[config.mk]
export PLATFORM = sky130hd
export DESIGN_NAME = nnis_div
export DESIGN_NICKNAME = d
export VERILOG_FILES = /design/src/rtl/core/nnis_pkg.sv /design/src/rtl/core/nnis_div.sv
export SDC_FILE = /design/constraint.sdc
export NUM_CORES = 1
export LEC_CHECK = 0
export BUFFER_PORTS_ARGS = -buffer_cell sky130_fd_sc_hd__buf_2
export CELL_PAD_IN_SITES_DETAIL_PLACEMENT = 1
export CELL_PAD_IN_SITES_GLOBAL_PLACEMENT = 1
export CORE_MARGIN = 2
export CORE_UTILIZATION = 46
export CTS_BUF_LIST = sky130_fd_sc_hd__clkbuf_4 sky130_fd_sc_hd__clkbuf_8 sky130_fd_sc_hd__clkbuf_16
export DETAILED_ROUTE_END_ITERATION = 7
export PLACE_DENSITY = 0.95
export SYNTH_ARGS = -nofsm -noshare
export SYNTH_HDL_FRONTEND = slang
export SYNTH_SLANG_ARGS = --single-unit
[constraint.sdc]
create_clock -name clk_i -period 7.2 [get_ports clk_i]
set_input_delay 0.72 -clock clk_i [delete_from_list [all_inputs] [get_ports clk_i]]
set_output_delay 0.72 -clock clk_i [all_outputs]
set_load 0.05 [all_outputs]
[src/rtl/core/nnis_pkg.sv]
// Shared types and constants of the nearest-neighbor scaler.
package nnis_pkg;

  // Request kinds
  localparam logic REQ_WRITE = 1'b0;
  localparam logic REQ_DRAIN = 1'b1;

  // Configuration register indexes
  localparam int unsigned CFG_IDX_W = 3;
  localparam logic [CFG_IDX_W-1:0] CFG_SRC_WIDTH  = 3'd0;
  localparam logic [CFG_IDX_W-1:0] CFG_SRC_HEIGHT = 3'd1;
  localparam logic [CFG_IDX_W-1:0] CFG_DST_WIDTH  = 3'd2;
  localparam logic [CFG_IDX_W-1:0] CFG_DST_HEIGHT = 3'd3;
  localparam logic [CFG_IDX_W-1:0] CFG_BPP        = 3'd4;
  localparam int unsigned CFG_DATA_W = 16;

  // Register reset values
  localparam logic [12:0] RST_SRC_WIDTH  = 13'd640;
  localparam logic [15:0] RST_SRC_HEIGHT = 16'd480;
  localparam logic [15:0] RST_DST_WIDTH  = 16'd640;
  localparam logic [15:0] RST_DST_HEIGHT = 16'd480;
  localparam logic [2:0]  RST_BPP        = 3'd3;

  // Divider operand widths
  localparam int unsigned DIVIDEND_W = 32;
  localparam int unsigned DIVISOR_W  = 16;

  typedef struct packed {
    logic        req_type;
    logic [31:0] pixel_in;
  } in_beat_t;

  typedef struct packed {
    logic        out_valid;
    logic [31:0] pixel_out;
    logic        end_of_line;
    logic        end_of_frame;
    logic        refused;
  } out_beat_t;

endpackage

[src/rtl/core/nnis_div.sv]
// Iterative restoring divider, one quotient bit per cycle.
module nnis_div (
  input  logic                            clk_i,
  input  logic                            rst_ni,
  input  logic                            start_i,
  input  logic [nnis_pkg::DIVIDEND_W-1:0] dividend_i,
  input  logic [nnis_pkg::DIVISOR_W-1:0]  divisor_i,
  output logic                            done_o,
  output logic [nnis_pkg::DIVIDEND_W-1:0] quotient_o
);
  import nnis_pkg::*;

  localparam int unsigned CntW = $clog2(DIVIDEND_W);
  localparam logic [CntW-1:0] LastCnt = CntW'(DIVIDEND_W - 1);

  logic                  busy_q;
  logic                  done_q;
  logic [CntW-1:0]       cnt_q;
  logic [DIVISOR_W-1:0]  rem_q;
  logic [DIVISOR_W-1:0]  dvs_q;
  logic [DIVIDEND_W-1:0] quo_q;

  logic [DIVISOR_W:0]    rem_sh;
  logic                  ge;
  logic [DIVISOR_W:0]    rem_sub;

  assign rem_sh  = {rem_q, quo_q[DIVIDEND_W-1]};
  assign ge      = rem_sh >= {1'b0, dvs_q};
  assign rem_sub = rem_sh - {1'b0, dvs_q};

  always_ff @(posedge clk_i or negedge rst_ni) begin
    if (!rst_ni) begin
      busy_q <= 1'b0;
      done_q <= 1'b0;
      cnt_q  <= '0;
    end else begin
      done_q <= 1'b0;
      if (start_i) begin
        busy_q <= 1'b1;
        cnt_q  <= '0;
      end else if (busy_q) begin
        cnt_q <= cnt_q + CntW'(1);
        if (cnt_q == LastCnt) begin
          busy_q <= 1'b0;
          done_q <= 1'b1;
        end
      end
    end
  end

  // datapath, no reset
  always_ff @(posedge clk_i) begin
    if (start_i) begin
      rem_q <= '0;
      dvs_q <= divisor_i;
      quo_q <= dividend_i;
    end else if (busy_q) begin
      rem_q <= ge ? rem_sub[DIVISOR_W-1:0] : rem_sh[DIVISOR_W-1:0];
      quo_q <= {quo_q[DIVIDEND_W-2:0], ge};
    end
  end

  assign done_o     = done_q;
  assign quotient_o = quo_q;

endmodule

==> results.yml <==
synth:
  synth.avg_cell_area_um2: 11.75
  synthArstFlopShare_pct: 9.859
  yosysMostFrequentCell: "edfxtp_1"
  synthesis.area_mm2: 0.003725
  yosysSeqAreaShare_pct: 52.00
  synth_flop_cell: "edfxtp_1"
  yosys_register_bits: 71
  syn_inst: 317
  yosys.area.top_type: "edfxtp_1"
  synthTopCellsByArea: "edfxtp_1, mux2_2, dfxtp_1"
  synth_fp_nets: 387
  yosysUniqueCellTypes: 50
  synth.yosys.warnings: 0
  synth.top_cells.by_count: "edfxtp_1, mux2_2, nor2_1"
  yosysTopAreaCellShare_pct: 38.70
  synth_edf_count: 48
drt:
  viasPerCell: 5.681
  drtAntennaViolNets: 0
  post-route-drc-count: 0
  vias: 2863
  drtIter0Drc: 196
  dr.pass1.iters: 4
  finalWirelength_um: 11010
  wl_per_cell_um: 21.85
die:
  die-height_um: 93.99
  start_util_pct: 47.95
  fp.dieW_um: 93.99
  core_mm2: 0.007767
  row_count: 32
  ios: 84
  die_area_mm2: 0.008833
global_routing:
  grt_first_pass_wirelength_um: 17220
  grt_pass1_vias: 3136
  grt_overflow: 0
  grt_max_degree: 40
  antenna_found_initial: 0
  grt_use_total_pct: 26.40
clocking:
  clkLatencyLatePin_ns: 0.36
  numCtsBuffers: 9
  cts_root_buf: "clkbuf_8"
  h-tree-depth: 3
  cts_hold_buf: 0
  cts_resized: 0
  cts_tree: "built"
  clock_sinks: 71
  clk_pin_slew_ns: 0.08
  postCtsSetupRepairBufs: 0
  clock_path_buffers: 2
final_layout:
  syn2layout_area_growth_pct: 18.47
  fin_nets: 467
  fillCellCount: 852
  post_route_cells_drive_above_1_share_pct: 34.58
  multi_input_area_mm2: 0.001619
  seq_area_mm2: 0.001937
  final_util_pct: 56.81
  diodes: 0
critical_path:
  path_cells: "inv_1 -> ha_1 -> a21oi_1 -> o21ai_0 -> a31oi_1 -> o221ai_2 -> a21oi_2 -> nand4b_1 -> o311ai_0"
  critPathCaptureType: "flip-flop"
  cpPeakStageDelay_ns: 0.55
  arrival_ns: 3.10
  critPathBufInv: 1
  path_delay_family: "compound AO/OA/AOI/OAI gates"
  critPathSlowestCell: "a21oi_2"
  cp.required_ns: 7.41
  start_kind: "flip-flop"
  cp_max_fo: 11
  crit_type: "reg2reg"
sta:
  fmax_ghz: 0.3464
  rsz0062_at_grt: "false"
  hold_viol: 0
  drv_slew: 0
  min_period_ns: 2.887
  fin_crit_sh_pct: 40.10
  tightest_slew_ns: 0.8198
  finClkSkew_ns: 0.009715
  finalSetupViolCount: 0
  tns_ns: 0
  slew_headroom_pct: 45.35
placement:
  dp_hpwl_um: 7392
  port_buffers: 83
  gp_congestion: 0.9488
job:
  max_cap_violations: 0
min_path:
  hold_class: "in2async"
power_and_ir_drop:
  ir_drop_mv: 0.1714
  powerDensity_mw_per_mm2: 293.5
  power_leakage_nw: 1.927
status:
  status: "complete, no violations"
[final cells by class]
| type | instances | share of cell area (%) |
|---|---|---|
| Inverter | 22 | 1.871 |
| Multi-Input combinational cell | 208 | 36.69 |
| Clock inverter | 6 | 1.928 |
| Timing Repair Buffer | 85 | 9.753 |
| Tap cell | 102 | 2.892 |
| Clock buffer | 10 | 2.977 |
| Sequential cell | 71 | 43.89 |
[sequential cells by signal, summed over array words and instances (netlist names)]
name        flops
busy_q          1
cnt_q           5
rem_q          16
quotient_o     32
done_o          1
dvs_q          16
[power by group]
part	internal, mW	switching [mW]	leakage [nW]
combinational	0.144	0.258	1.10
clock	0.199	0.169	0.108
sequential	0.489	0.0363	0.717
total	0.832	0.463	1.93
[per-layer routing]
layer / share of wire, % / wire, um / global-route usage [%]
met3: 3.7 / 407 / 5.136
met4: 3.9 / 433 / 12.92
met1: 36 / 3927 / 28.50
met2: 57 / 6242 / 48.87
met5: 0 / 0 / 0
[cell families after synthesis]
logic type                 Yosys count  share of synthesized area [%]
AOI/OAI and AO/OA                   63                          11.62
xor gates and xnor gates            14                          3.292
adders and majority gates           19                          6.584
buffers and inverters               38                          4.535
DFF                                 71                          52.00
muxes                               43                          12.63
and+or+nand+nor                     69                          9.339
[worst paths after layout]
| kind | from | end | slack, ns | cells after the start |
|---|---|---|---|---|
| worst min register to register | rem_q[8] | rem_q[9] | 0.51 | 2 |
| worst max register to register | dvs_q[6] | rem_q[1] | 4.31 | 9 |
| worst max-delay path | dvs_q[6] | rem_q[1] | 4.31 | 9 |
| worst min-delay path | rst_ni | cnt_q[0] | 0.18 | 1 |
| max in group asynchronous | rst_ni | busy_q | 6.86 | 1 |
| min in group clk_i | rem_q[8] | rem_q[9] | 0.51 | 2 |
[cells in the final DEF (no fill, tap or decap), types with 9 or more instances in the layout]
cell type and count:
buf_2 83, edfxtp_1 48, mux2_2 32, nor2_1 26, inv_1 22, ha_1 18, nand2_1 16, a21oi_1 16
dfxtp_1 16, a211oi_1 12, mux2i_1 11, clkbuf_8 9
[metrics by stage]
step	std cells	total power [mW]	cell area [um2]	hold WS, ns	worst slack, ns
2_1_floorplan	317	0.8261	3725	0.4244	4.573
3_3_place_gp	488	0.8906	4197	0.4877	4.693
3_5_place_dp	488	0.9175	4197	0.5044	4.492
4_1_cts	504	1.291	4413	0.1756	4.332
5_1_grt	504	1.347	4413	0.1901	4.193
6_report	504	1.295	4413	0.1800	4.313
(Power assumes the default switching activity.)
